### src/sha256_compressed_pubkey_hash_top_assert.svh
// Assertion macros for the compressed public key SHA-256 pipeline.
// Uses the clock and reset names of the including module; no other dependencies.
`ifndef SHA256_COMPRESSED_PUBKEY_HASH_TOP_ASSERT_SVH
`define SHA256_COMPRESSED_PUBKEY_HASH_TOP_ASSERT_SVH

// Same-cycle implication, checked outside reset.
`define S256_ASSERT_NOW(lbl, ante, cons, msg) \
   lbl: assert property (@(posedge clock) disable iff (reset) (ante) |-> (cons)) else $error(msg);

// Next-cycle implication, checked outside reset.
`define S256_ASSERT_NEXT(lbl, ante, cons, msg) \
   lbl: assert property (@(posedge clock) disable iff (reset) (ante) |=> (cons)) else $error(msg);

`endif

### src/s256_pkg.sv
// Shared types and constants for the SHA-256 compressed key hash pipeline.
// No dependencies.
package s256_pkg;

   localparam int unsigned NUM_ROUNDS = 64;
   localparam int unsigned REQ_W      = 272;  // 264 payload bits plus one zero byte
   localparam int unsigned RSP_W      = 256;

   typedef logic [31:0] word_type;

   // Working variables a..h in hv[0]..hv[7]; w[0] is the schedule word of this round.
   typedef struct packed {
      logic [7:0][31:0]  hv;
      logic [15:0][31:0] w;
   } stage_type;

   localparam word_type H_INIT [8] = '{
      32'h6a09e667, 32'hbb67ae85, 32'h3c6ef372, 32'ha54ff53a,
      32'h510e527f, 32'h9b05688c, 32'h1f83d9ab, 32'h5be0cd19
   };

   localparam word_type ROUND_K [NUM_ROUNDS] = '{
      32'h428a2f98, 32'h71374491, 32'hb5c0fbcf, 32'he9b5dba5,
      32'h3956c25b, 32'h59f111f1, 32'h923f82a4, 32'hab1c5ed5,
      32'hd807aa98, 32'h12835b01, 32'h243185be, 32'h550c7dc3,
      32'h72be5d74, 32'h80deb1fe, 32'h9bdc06a7, 32'hc19bf174,
      32'he49b69c1, 32'hefbe4786, 32'h0fc19dc6, 32'h240ca1cc,
      32'h2de92c6f, 32'h4a7484aa, 32'h5cb0a9dc, 32'h76f988da,
      32'h983e5152, 32'ha831c66d, 32'hb00327c8, 32'hbf597fc7,
      32'hc6e00bf3, 32'hd5a79147, 32'h06ca6351, 32'h14292967,
      32'h27b70a85, 32'h2e1b2138, 32'h4d2c6dfc, 32'h53380d13,
      32'h650a7354, 32'h766a0abb, 32'h81c2c92e, 32'h92722c85,
      32'ha2bfe8a1, 32'ha81a664b, 32'hc24b8b70, 32'hc76c51a3,
      32'hd192e819, 32'hd6990624, 32'hf40e3585, 32'h106aa070,
      32'h19a4c116, 32'h1e376c08, 32'h2748774c, 32'h34b0bcb5,
      32'h391c0cb3, 32'h4ed8aa4a, 32'h5b9cca4f, 32'h682e6ff3,
      32'h748f82ee, 32'h78a5636f, 32'h84c87814, 32'h8cc70208,
      32'h90befffa, 32'ha4506ceb, 32'hbef9a3f7, 32'hc67178f2
   };

   // Padding of a 33-byte message: 0x80 after the last byte, length 264 bits.
   localparam logic [23:0] PAD_AFTER_LAST = 24'h800000;
   localparam word_type    MSG_BIT_LEN    = 32'd264;

endpackage

### src/s256_final.sv
// Final feed-forward add of the initial hash values and the result register.
// Depends on s256_pkg.
module s256_final (
   input  logic                     clock,
   input  logic                     reset,
   input  logic                     enable,
   input  logic                     valid_in,
   input  s256_pkg::stage_type      stage_in,
   output logic                     rsp_valid,
   output logic [s256_pkg::RSP_W-1:0] rsp_data
);
   import s256_pkg::*;

   logic               valid_ff;
   logic [RSP_W-1:0]   data_ff, data_in;
   word_type           dig [8];

   always_comb begin
      for (int i = 0; i < 8; i++) begin
         dig[i] = stage_in.hv[i] + H_INIT[i];
      end
      // lowest field first: words 0/1, 2/3, 4/5, 6/7; even word in upper half
      data_in = {dig[6], dig[7], dig[4], dig[5], dig[2], dig[3], dig[0], dig[1]};
   end

   always_ff @(posedge clock) begin
      if (reset) begin
         valid_ff <= 1'b0;
      end else if (enable) begin
         valid_ff <= valid_in;
      end
   end

   always_ff @(posedge clock) begin
      if (enable) begin
         data_ff <= data_in;
      end
   end

   assign rsp_valid = valid_ff;
   assign rsp_data  = data_ff;

endmodule

### config.mk
export PLATFORM = sky130hd
export DESIGN_NAME = s256_final
export DESIGN_NICKNAME = d
export VERILOG_FILES = /design/src/sha256_compressed_pubkey_hash_top_assert.svh /design/src/s256_pkg.sv /design/src/s256_final.sv
export SDC_FILE = /design/constraint.sdc
export NUM_CORES = 1
export LEC_CHECK = 0
export BUFFER_PORTS_ARGS = -buffer_cell sky130_fd_sc_hd__buf_4
export CORE_AREA = 2 2 396 398
export CTS_CLUSTER_DIAMETER = 40
export DETAILED_ROUTE_END_ITERATION = 6
export DIE_AREA = 0 0 398 400
export GPL_TIMING_DRIVEN = 0
export HOLD_SLACK_MARGIN = 0.08
export PLACE_DENSITY = 0.37
export RECOVER_POWER = 50
export SETUP_SLACK_MARGIN = 0.3
export SKIP_CTS_REPAIR_TIMING = 1
export SLEW_MARGIN = 15
export SYNTH_ARGS = -nofsm -noshare
export SYNTH_HDL_FRONTEND = slang
export SYNTH_SLANG_ARGS = --single-unit
### constraint.sdc
create_clock -name clock -period 5.6 [get_ports clock]
set_input_delay 0.84 -clock clock [delete_from_list [all_inputs] [get_ports clock]]
set_output_delay 0.84 -clock clock [all_outputs]
set_load 0.03 [all_outputs]
==> flow_summary.ini <==
[synthesis]
synth_top_family_by_area = XOR/XNOR gates
synth_compound_area_share_pct = 10.6
synth-simple-area-share_pct = 11.5
synthArstFlopShare_pct = 0
synthCells = 1009
synthDistinctLibCells = 69
yosysSeqAreaShare_pct = 60.9
avgSynthCellArea_sq_um = 12.5
ys.flop_type = edfxtp_1
synth_nets = 1789
synthMuxAreaShare_pct = 0.0791
synthAdderAreaFrac_pct = 0.791
synth_xor_area_share_pct = 14.8
ys_top_cells_by_area = edfxtp_1 61%, xnor2_1 8.0%, xor2_1 6.8%
ys_ff_latch = 257
synth-warning-count = 0
yosys.area.top_type = edfxtp_1
synth_edf_count = 256
syn_area_sq_um = 12600
synth_top_area_share_pct = 60.8

[floorplanning]
start_util_pct = 8.15
rows = 145
die_x_um = 398
die_area_sq_um = 159000
ioPinCount = 1029
fp.coreArea_sq_um = 155000
chipHeight_um = 400

[clocking]
clk_latency_ps = 660
cts.sink_count = 257
cts_tree = built
cts_inserted_buffers = 80
clkTransAtPathRegs_ps = 40
clockRootBuffer = clkbuf_16
htreeDepth = 3
clk_path_buf_depth = 3

[sta]
fin_worst_hold_slack_ps = 332
slew_headroom_pct = -52.4
hold_viol = 0
setup_viol = 0
totalNegativeSetupSlack_ps = 0
clock_skew_ps = 0
fmax_ghz = 0.286
period_needed_ps = 3500
worst_pin_slew_ps = 2290
final-max-slew-violation-count = 30
rsz0062_at_grt = false
period_share_pct = 62.5

[place]
gp_congestion = 0.772
dp.cells = 3578
hpwl_mm = 67.6
place_area_sq_um = 19100
portBuffers = 508

[layout]
final_common_cell = buf_4
nets = 2382
final_cell_mix = 488 x buf_4, 256 x edfxtp_1, 116 x xnor2_1
stdcell_count = 3745
synthToLayoutAreaGrowth_pct = 73.6
design_area_sq_um = 22000
final_util_pct = 14.2
drive_above_1_share_pct = 38.4
final.fill_count = 17500

[critical_path]
cpMaxStageDelayCell = a2111oi_0
crit_path_frequent_cell = o22ai_1
path_buf_inv = 1
path_cells = clkbuf_1 > a2111oi_0 > o22ai_1 > o21bai_2 > o22ai_1 > or4b_1 > o211ai_1
worstSetupEndpointType = flop
reg2reg_depth = 2
cp_data_arrival_time_ps = 4000
path_class = in2reg
worstPathRequired_ps = 6100
reg2reg_from = rsp_valid
cpLargestDelayFamily = compound AO/OA/AOI/OAI gates
cp.depth = 7
rrSetupSlack_ps = 5000
critPathLaunchType = primary input
crit_fanout = 6
slowest_delay_ps = 1220
r2r-end = rsp_valid

[power]
p_leak_nw = 8.15
p_per_area_nw_per_um2 = 397
irDropWorstVdd_mv = 0.197

[detailed_routing]
drtIter0Drc = 484
wl_per_cell_um = 20.8
num_vias = 10800
vias_per_cell = 2.89
ant_nets = 0
wl_mm = 78.1
dr.pass1.iters = 4
drc_errors = 0

[outcome]
status = finished with violations
violations = max-capacitance violations, max-slew violations

[global_routing]
grt_max_degree = 85
antenna_found_initial = 82
grtUsageTotal_pct = 9.51
grt_pass1_wl_mm = 98.6
grt_overflow = 0
grt_pass1_vias = 11000

[run]
maxCapViolCount = 2

[worst_hold_path]
hold_path_depth = 2
min_to = rsp_valid
hp-start = reset
hold_class = in2reg
[power breakdown]
group | switching, mW | internal (mW)
logic | 0.922 | 0.501
clock network | 1.51 | 3.35
registers | 0.0657 | 2.37
[worst reg2reg max path: cells and delay by family, from the launching register on]
family	cells	cell delay, ps
simple gates	1	140
mux	1	70
flops	1	320
[how the worst max path moves through the flow]
stage                  startpoint            end  slack (ps)
detailed placement  stage_in[736]  rsp_data[219]        1650
floorplan           stage_in[640]  rsp_data[190]        2950
global route        stage_in[611]   rsp_data[94]        1950
CTS                 stage_in[736]  rsp_data[215]        2390
global placement           enable  rsp_data[151]        1260
finish              stage_in[611]   rsp_data[94]        2100
[layer usage]
layer | GRT usage [%] | share of wire (%) | vias to the layer above
met1 | 10.4 | 38 | 5033
met3 | 8.14 | 18 | 186
li1 | - | - | 5014
met2 | 13.3 | 41 | 543
met4 | 3.28 | 2.9 | 48
met5 | 0 | 0.40 | -
[flip-flops by register name (all words and copies together), names as in the netlist]
register	count
rsp_data	256
rsp_valid	1
[cells by family after synthesis]
logic type	count (synthesis)
flops	257
buf+inv	42
simple gates	294
fa+ha+maj	8
mux	1
xor+xnor	214
compound gates	193
[cell usage after synthesis (3+ instances only)]
cell type,count
edfxtp_1,256
xnor2_1,116
xor2_1,98
nor2_1,86
nand2_1,64
o21ai_0,48
inv_1,32
a21oi_1,30
nor3_1,27
nand2b_1,16
nand3_1,16
o31ai_1,14
a31oi_1,13
and2_1,12
and3_1,12
nor4_1,12
o21a_1,11
o21ai_1,9
or4_1,9
ha_1,8
or2_2,8
clkbuf_1,7
nand4_1,7
o41ai_1,7
a21o_1,6
or3_1,6
nor2b_1,5
a211oi_1,4
a21boi_0,4
a311oi_1,4
nor3b_1,4
o211ai_1,4
o311a_1,4
a211o_1,3
and4_1,3
o21bai_1,3
o22ai_1,3
[area by class of cell]
type,instances,area [sq um],share of cell area (%)
Tap cell,2058,2570,11.7
Sequential cell,257,7710,35.1
Inverter,32,120,0.547
Multi-Input combinational cell,710,4750,21.6
Clock inverter,62,868,3.95
Antenna cell,21,52.6,0.239
Buffer,10,43.8,0.199
Clock buffer,84,2020,9.18
Timing Repair Buffer,511,3830,17.5
[through the flow]
| step | power [mW] | setup slack (ps) |
|---|---|---|
| after CTS | 8.95 | 2390 |
| after global placement | 3.95 | 1260 |
| after detailed placement | 3.95 | 1650 |
| after floorplan | 3.12 | 2950 |
| final | 8.72 | 2100 |
| after global routing | 9.10 | 1950 |
(Power assumes the default switching activity.)
