==> config.mk <==
export PLATFORM = sky130hd
export DESIGN_NAME = s256_round
export DESIGN_NICKNAME = d
export VERILOG_FILES = /design/src/sha256_compressed_pubkey_hash_top_assert.svh /design/src/s256_pkg.sv /design/src/s256_round.sv
export SDC_FILE = /design/constraint.sdc
export NUM_CORES = 1
export LEC_CHECK = 0
export ABC_AREA = 1
export BUFFER_PORTS_ARGS = -buffer_cell sky130_fd_sc_hd__buf_2
export CORE_AREA = 3 3 618 620
export DETAILED_ROUTE_END_ITERATION = 8
export DIE_AREA = 0 0 621 623
export GPL_TIMING_DRIVEN = 0
export PLACE_DENSITY = 0.3
export SYNTH_ARGS = -nofsm -noshare
export SYNTH_HDL_FRONTEND = slang
export SYNTH_SLANG_ARGS = --single-unit
==> constraint.sdc <==
create_clock -name clock -period 17.9 [get_ports clock]
set_clock_uncertainty 0.15 [all_clocks]
set_input_delay 3.58 -clock clock [delete_from_list [all_inputs] [get_ports clock]]
set_output_delay 3.58 -clock clock [all_outputs]
set_load 0.02 [all_outputs]
==> src/sha256_compressed_pubkey_hash_top_assert.svh <==
// Assertion macros for the compressed public key SHA-256 pipeline.
// Uses the clock and reset names of the including module; no other dependencies.
`ifndef SHA256_COMPRESSED_PUBKEY_HASH_TOP_ASSERT_SVH
`define SHA256_COMPRESSED_PUBKEY_HASH_TOP_ASSERT_SVH

// Same-cycle implication, checked outside reset.
`define S256_ASSERT_NOW(lbl, ante, cons, msg) \
   lbl: assert property (@(posedge clock) disable iff (reset) (ante) |-> (cons)) else $error(msg);

// Next-cycle implication, checked outside reset.
`define S256_ASSERT_NEXT(lbl, ante, cons, msg) \
   lbl: assert property (@(posedge clock) disable iff (reset) (ante) |=> (cons)) else $error(msg);

`endif

==> src/s256_pkg.sv <==
// Shared types and constants for the SHA-256 compressed key hash pipeline.
// No dependencies.
package s256_pkg;

   localparam int unsigned NUM_ROUNDS = 64;
   localparam int unsigned REQ_W      = 272;  // 264 payload bits plus one zero byte
   localparam int unsigned RSP_W      = 256;

   typedef logic [31:0] word_type;

   // Working variables a..h in hv[0]..hv[7]; w[0] is the schedule word of this round.
   typedef struct packed {
      logic [7:0][31:0]  hv;
      logic [15:0][31:0] w;
   } stage_type;

   localparam word_type H_INIT [8] = '{
      32'h6a09e667, 32'hbb67ae85, 32'h3c6ef372, 32'ha54ff53a,
      32'h510e527f, 32'h9b05688c, 32'h1f83d9ab, 32'h5be0cd19
   };

   localparam word_type ROUND_K [NUM_ROUNDS] = '{
      32'h428a2f98, 32'h71374491, 32'hb5c0fbcf, 32'he9b5dba5,
      32'h3956c25b, 32'h59f111f1, 32'h923f82a4, 32'hab1c5ed5,
      32'hd807aa98, 32'h12835b01, 32'h243185be, 32'h550c7dc3,
      32'h72be5d74, 32'h80deb1fe, 32'h9bdc06a7, 32'hc19bf174,
      32'he49b69c1, 32'hefbe4786, 32'h0fc19dc6, 32'h240ca1cc,
      32'h2de92c6f, 32'h4a7484aa, 32'h5cb0a9dc, 32'h76f988da,
      32'h983e5152, 32'ha831c66d, 32'hb00327c8, 32'hbf597fc7,
      32'hc6e00bf3, 32'hd5a79147, 32'h06ca6351, 32'h14292967,
      32'h27b70a85, 32'h2e1b2138, 32'h4d2c6dfc, 32'h53380d13,
      32'h650a7354, 32'h766a0abb, 32'h81c2c92e, 32'h92722c85,
      32'ha2bfe8a1, 32'ha81a664b, 32'hc24b8b70, 32'hc76c51a3,
      32'hd192e819, 32'hd6990624, 32'hf40e3585, 32'h106aa070,
      32'h19a4c116, 32'h1e376c08, 32'h2748774c, 32'h34b0bcb5,
      32'h391c0cb3, 32'h4ed8aa4a, 32'h5b9cca4f, 32'h682e6ff3,
      32'h748f82ee, 32'h78a5636f, 32'h84c87814, 32'h8cc70208,
      32'h90befffa, 32'ha4506ceb, 32'hbef9a3f7, 32'hc67178f2
   };

   // Padding of a 33-byte message: 0x80 after the last byte, length 264 bits.
   localparam logic [23:0] PAD_AFTER_LAST = 24'h800000;
   localparam word_type    MSG_BIT_LEN    = 32'd264;

endpackage

==> src/s256_round.sv <==
// One SHA-256 round plus one message schedule step, registered.
// Depends on s256_pkg.
module s256_round (
   input  logic                clock,
   input  logic                reset,
   input  logic                enable,
   input  logic                valid_in,
   input  s256_pkg::stage_type stage_in,
   input  s256_pkg::word_type  k_in,
   output logic                valid_out,
   output s256_pkg::stage_type stage_out
);
   import s256_pkg::*;

   function automatic word_type rotr(word_type v, int unsigned r);
      return (v >> r) | (v << (32 - r));
   endfunction

   logic      valid_ff, valid_in_d;
   stage_type stage_ff, stage_in_d;
   word_type  t1, t2, sched;
   word_type  a, b, c, e, f, g, h, d;

   always_comb begin
      a = stage_in.hv[0]; b = stage_in.hv[1]; c = stage_in.hv[2]; d = stage_in.hv[3];
      e = stage_in.hv[4]; f = stage_in.hv[5]; g = stage_in.hv[6]; h = stage_in.hv[7];
      t1 = h + (rotr(e, 6) ^ rotr(e, 11) ^ rotr(e, 25)) + ((e & f) ^ (~e & g))
           + k_in + stage_in.w[0];
      t2 = (rotr(a, 2) ^ rotr(a, 13) ^ rotr(a, 22)) + ((a & b) ^ (a & c) ^ (b & c));
      // word t+16 from the window t..t+15
      sched = stage_in.w[0] + stage_in.w[9]
              + (rotr(stage_in.w[1], 7) ^ rotr(stage_in.w[1], 18) ^ (stage_in.w[1] >> 3))
              + (rotr(stage_in.w[14], 17) ^ rotr(stage_in.w[14], 19) ^ (stage_in.w[14] >> 10));

      stage_in_d.hv[0] = t1 + t2;
      stage_in_d.hv[1] = a;
      stage_in_d.hv[2] = b;
      stage_in_d.hv[3] = c;
      stage_in_d.hv[4] = d + t1;
      stage_in_d.hv[5] = e;
      stage_in_d.hv[6] = f;
      stage_in_d.hv[7] = g;
      for (int i = 0; i < 15; i++) begin
         stage_in_d.w[i] = stage_in.w[i + 1];
      end
      stage_in_d.w[15] = sched;
      valid_in_d = valid_in;
   end

   always_ff @(posedge clock) begin
      if (reset) begin
         valid_ff <= 1'b0;
      end else if (enable) begin
         valid_ff <= valid_in_d;
      end
   end

   always_ff @(posedge clock) begin
      if (enable) begin
         stage_ff <= stage_in_d;
      end
   end

   assign valid_out = valid_ff;
   assign stage_out = stage_ff;

endmodule

==> summary.md <==
| Metric | Value |
|---|---|
| Top Ports | `1573` |
| Number of DRC markers after the initial detailed-route iteration | `1561` |
| Highest-count cells in the layout ignoring fill and taps | `1572 x sky130_fd_sc_hd__buf_2, 768 x sky130_fd_sc_hd__edfxtp_1, 561 x sky130_fd_sc_hd__inv_1` |
| Floorplan die width | `621 um` |
| Area fraction of the dominant cell type after synthesis | `0.598` |
| Highest Clock Rate | `96.2 MHz` |
| Share of layout cells above drive strength 1 | `0.372` |
| Area enclosed by the die boundary | `387000 sq um` |
| Synth warn | `0` |
| Final antenna-violating net count | `0` |
| Clock transition at path regs | `60 ps` |
| Async set-or-reset flop fraction in the synthesized netlist | `0` |
| Startpoint of the lowest-slack register-to-register path | `valid_out$_SDFFE_PP0P_` |
| Arrival time at the worst endpoint | `10770 ps` |
| Area added between synthesis and finish | `47.0%` |
| Clock insertion delay at the later pin of the skew report | `780 ps` |
| Power Density | `220 nW/um^2` |
| Average detailed-routed wire length per instance | `30.4 um` |
| Root Buffer | `sky130_fd_sc_hd__clkbuf_16` |
| Area leader, netlist | `sky130_fd_sc_hd__edfxtp_1` |
| Synthesized area per cell | `12.8 sq um` |
| Number of buffers added by the clock tree synthesis step | `116` |
| Data required time of the critical path | `18280 ps` |
| Worst Path Class, Setup | `in -> reg` |
| Core region area | `376000 sq um` |
| Remaining Overflow, GRT | `0` |
| Worst r2r dst | `valid_out$_SDFFE_PP0P_` |
| TritonCTS clock tree | `done` |
| Total Negative Setup Slacks | `0 ps` |
| Startpoint type of the worst setup path | `input port` |
| Worst Hold Path Cells | `2` |
| Crit path max fanout | `5` |
| Maximum root-to-sink buffer count | `4` |
| Final Util | `0.151` |
| Post-CTS repair timing setup buffer count | `0` |
| Main area contributors after synthesis | `sky130_fd_sc_hd__edfxtp_1 60%, sky130_fd_sc_hd__fa_1 9.7%, sky130_fd_sc_hd__inv_1 5.5%` |
| Most frequent cell on the critical path | `sky130_fd_sc_hd__nand2_1` |
| Number of synthesized register bits | `769` |
| Wl on met1 | `86300 um` |
| Count of flip-flops with a built-in enable after synthesis | `768` |
| Register area | `23100 sq um` |
| Worst min-delay path endpoint | `valid_out$_SDFFE_PP0P_` |
| Total Routing Usage GR | `0.149` |
| Number of fill cells in the layout | `42.6k` |
| Outcome | `finished, final reports clean` |
| Actual transition at the worst max-transition pin | `1280 ps` |
| Number of vias per cell after detailed routing | `3.11` |
| Final hold violations | `0` |
| Most common library cell in the layout ignoring fill and taps | `sky130_fd_sc_hd__buf_2` |
| Final-report setup violation count | `0` |
| Final nets | `5829` |
| Via total after detailed routing | `30.6k` |
| Row count | `225` |
| Highest-delay cell along the critical path | `sky130_fd_sc_hd__xor2_1` |
| Post-cts gate resize count | `0` |
| Worst IR Drop VDD | `0.132 mV` |
| Total clock sinks | `769` |
| Routed met3 length | `21500 um` |
| Final Critical Period | `10390 ps` |
| Register area share after synthesis | `0.598` |
| Post-place setup slack | `6400 ps` |
| Detailed placement HPWL | `266000 um` |
| Length of the first detailed-routing pass in iterations | `5` |
| Number of nets in the synthesized netlist | `4130` |
| # Max-Cap Violations | `0` |
| Crit end category | `flop` |
| Remaining routing DRC violations | `0` |
| Uppermost layer routed | `met5` |
| Non-Filler Cell Area, Final | `56700 sq um` |
| Least setup slack across all paths after layout | `7510 ps` |
| Instance area at placement | `53000 sq um` |
| Die height | `623 um` |
| Vias in the first global route | `32.3k` |
| Port buffer count | `1572` |
| Prevailing post-synth register cell | `sky130_fd_sc_hd__edfxtp_1` |
| Count of pins over their slew limit | `0` |
| Worst r2r path cells | `2` |
| CTS Hold Buffers Added | `0` |
| Netlist cell types | `47` |
| Routed wire length on met2 | `178000 um` |
| Drt total wl | `299000 um` |
| Final worst-path cycle share | `0.581` |
| Leakage power figure | `24.2 nW` |
| Slew Limit Headroom | `0.144` |
| Unrepaired setup endpoints after global routing | `no` |
| Power, Total | `12.5 mW` |
| Initial core utilization | `0.103` |
| Register-to-register path setup slack | `17180 ps` |
| RePlAce Congestion | `0.927` |
| Mapped Cells | `3015` |
| Area of combinational cells with multiple inputs | `13300 sq um` |
| Largest stage delay, worst path | `560 ps` |
| Post-synthesis cell area | `38600 sq um` |
| Largest net degree at the start of global routing | `113` |
| Worst min path class | `reg -> reg` |
| Wire length of the first global-routing pass | `370000 um` |
| Hold Startpoint | `valid_out$_SDFFE_PP0P_` |
| Depth of the CTS H-tree | `3` |
| Antenna violations before repair | `225` |
final cells by class:
| class | instances | share of cell area |
|---|---|---|
| multi-input combinational | 1656 | 0.234 |
| buffer | 23 | 0.00161 |
| timing repair buffer | 1581 | 0.143 |
| clock inverter | 68 | 0.0109 |
| inverter | 567 | 0.0375 |
| tap | 4994 | 0.110 |
| antenna | 38 | 0.00168 |
| clock buffer | 142 | 0.0537 |
| sequential | 769 | 0.407 |
how the worst max path moves through the flow:
stage                   from                        to  depth (start not counted)
6_report       stage_in[647]  stage_out[543]$_DFFE_PP_                         27
5_1_grt        stage_in[647]  stage_out[543]$_DFFE_PP_                         27
4_1_cts        stage_in[647]  stage_out[543]$_DFFE_PP_                         27
3_5_place_dp   stage_in[647]  stage_out[543]$_DFFE_PP_                         27
3_3_place_gp          enable   stage_out[52]$_DFFE_PP_                          1
2_1_floorplan    stage_in[1]  stage_out[539]$_DFFE_PP_                         26
Yosys cell counts, types with 6 or more instances:
cell and count:
sky130_fd_sc_hd__a21boi_0 10, sky130_fd_sc_hd__a21o_1 20, sky130_fd_sc_hd__a21oi_1 152, sky130_fd_sc_hd__a31oi_1 8, sky130_fd_sc_hd__clkbuf_1 21, sky130_fd_sc_hd__edfxtp_1 768, sky130_fd_sc_hd__fa_1 187, sky130_fd_sc_hd__ha_1 124
sky130_fd_sc_hd__inv_1 561, sky130_fd_sc_hd__inv_2 6, sky130_fd_sc_hd__mux2i_1 26, sky130_fd_sc_hd__nand2_1 362, sky130_fd_sc_hd__nand3_1 82, sky130_fd_sc_hd__nand4_1 12, sky130_fd_sc_hd__nor2_1 131, sky130_fd_sc_hd__nor3_1 18
sky130_fd_sc_hd__nor4_1 7, sky130_fd_sc_hd__o21ai_0 58, sky130_fd_sc_hd__o21ai_1 7, sky130_fd_sc_hd__o21ai_2 6, sky130_fd_sc_hd__o21bai_1 43, sky130_fd_sc_hd__xnor2_1 166, sky130_fd_sc_hd__xor2_1 183
registers in the layout (all words and copies together), names as in the netlist:
| name | flops |
|---|---|
| stage_out | 768 |
| valid_out | 1 |
per-stage QoR:
step | hold slack [ps] | cells
after floorplan | 429 | 3015
after global routing | 402 | 9808
after detailed placement | 337 | 9590
after CTS | 351 | 9800
after global placement | 323 | 9581
final | 345 | 9838
power by group:
part | internal, mW | leakage, nW | switching, mW
Sequential | 2.53 | 7.52 | 0.0752
Clock | 1.31 | 1.75 | 0.972
Combinational | 2.19 | 15.0 | 5.41
cells by family (layout without fill, tap and decap cells):
group                    Yosys count  count (layout)  share of synthesized area
AO/OA/AOI/OAI                    331             331                     0.0511
multiplexers                      31              31                    0.00821
adder cells (fa/ha/maj)          313             313                      0.138
AND/OR/NAND/NOR                  632             632                     0.0678
other                              0              38                          0
XOR/XNOR                         349             349                     0.0792
buffers and inverters            590            2381                     0.0575
flip-flops                       769             769                      0.598
worst max-delay path: cells and delay by family:
family | cells | cell delay [ps]
buf+inv | 6 | 1080
compound gates | 3 | 870
simple gates | 9 | 1210
fa+ha+maj | 6 | 2800
xor+xnor | 3 | 1200
layer usage:
| layer | vias up | global-route usage |
|---|---|---|
| met5 | - | 0 |
| met4 | 116 | 0.0509 |
| met3 | 534 | 0.0475 |
| met2 | 1388 | 0.319 |
| met1 | 15100 | 0.124 |
| li1 | 13500 | - |
Power figures use the tool's default switching activity.
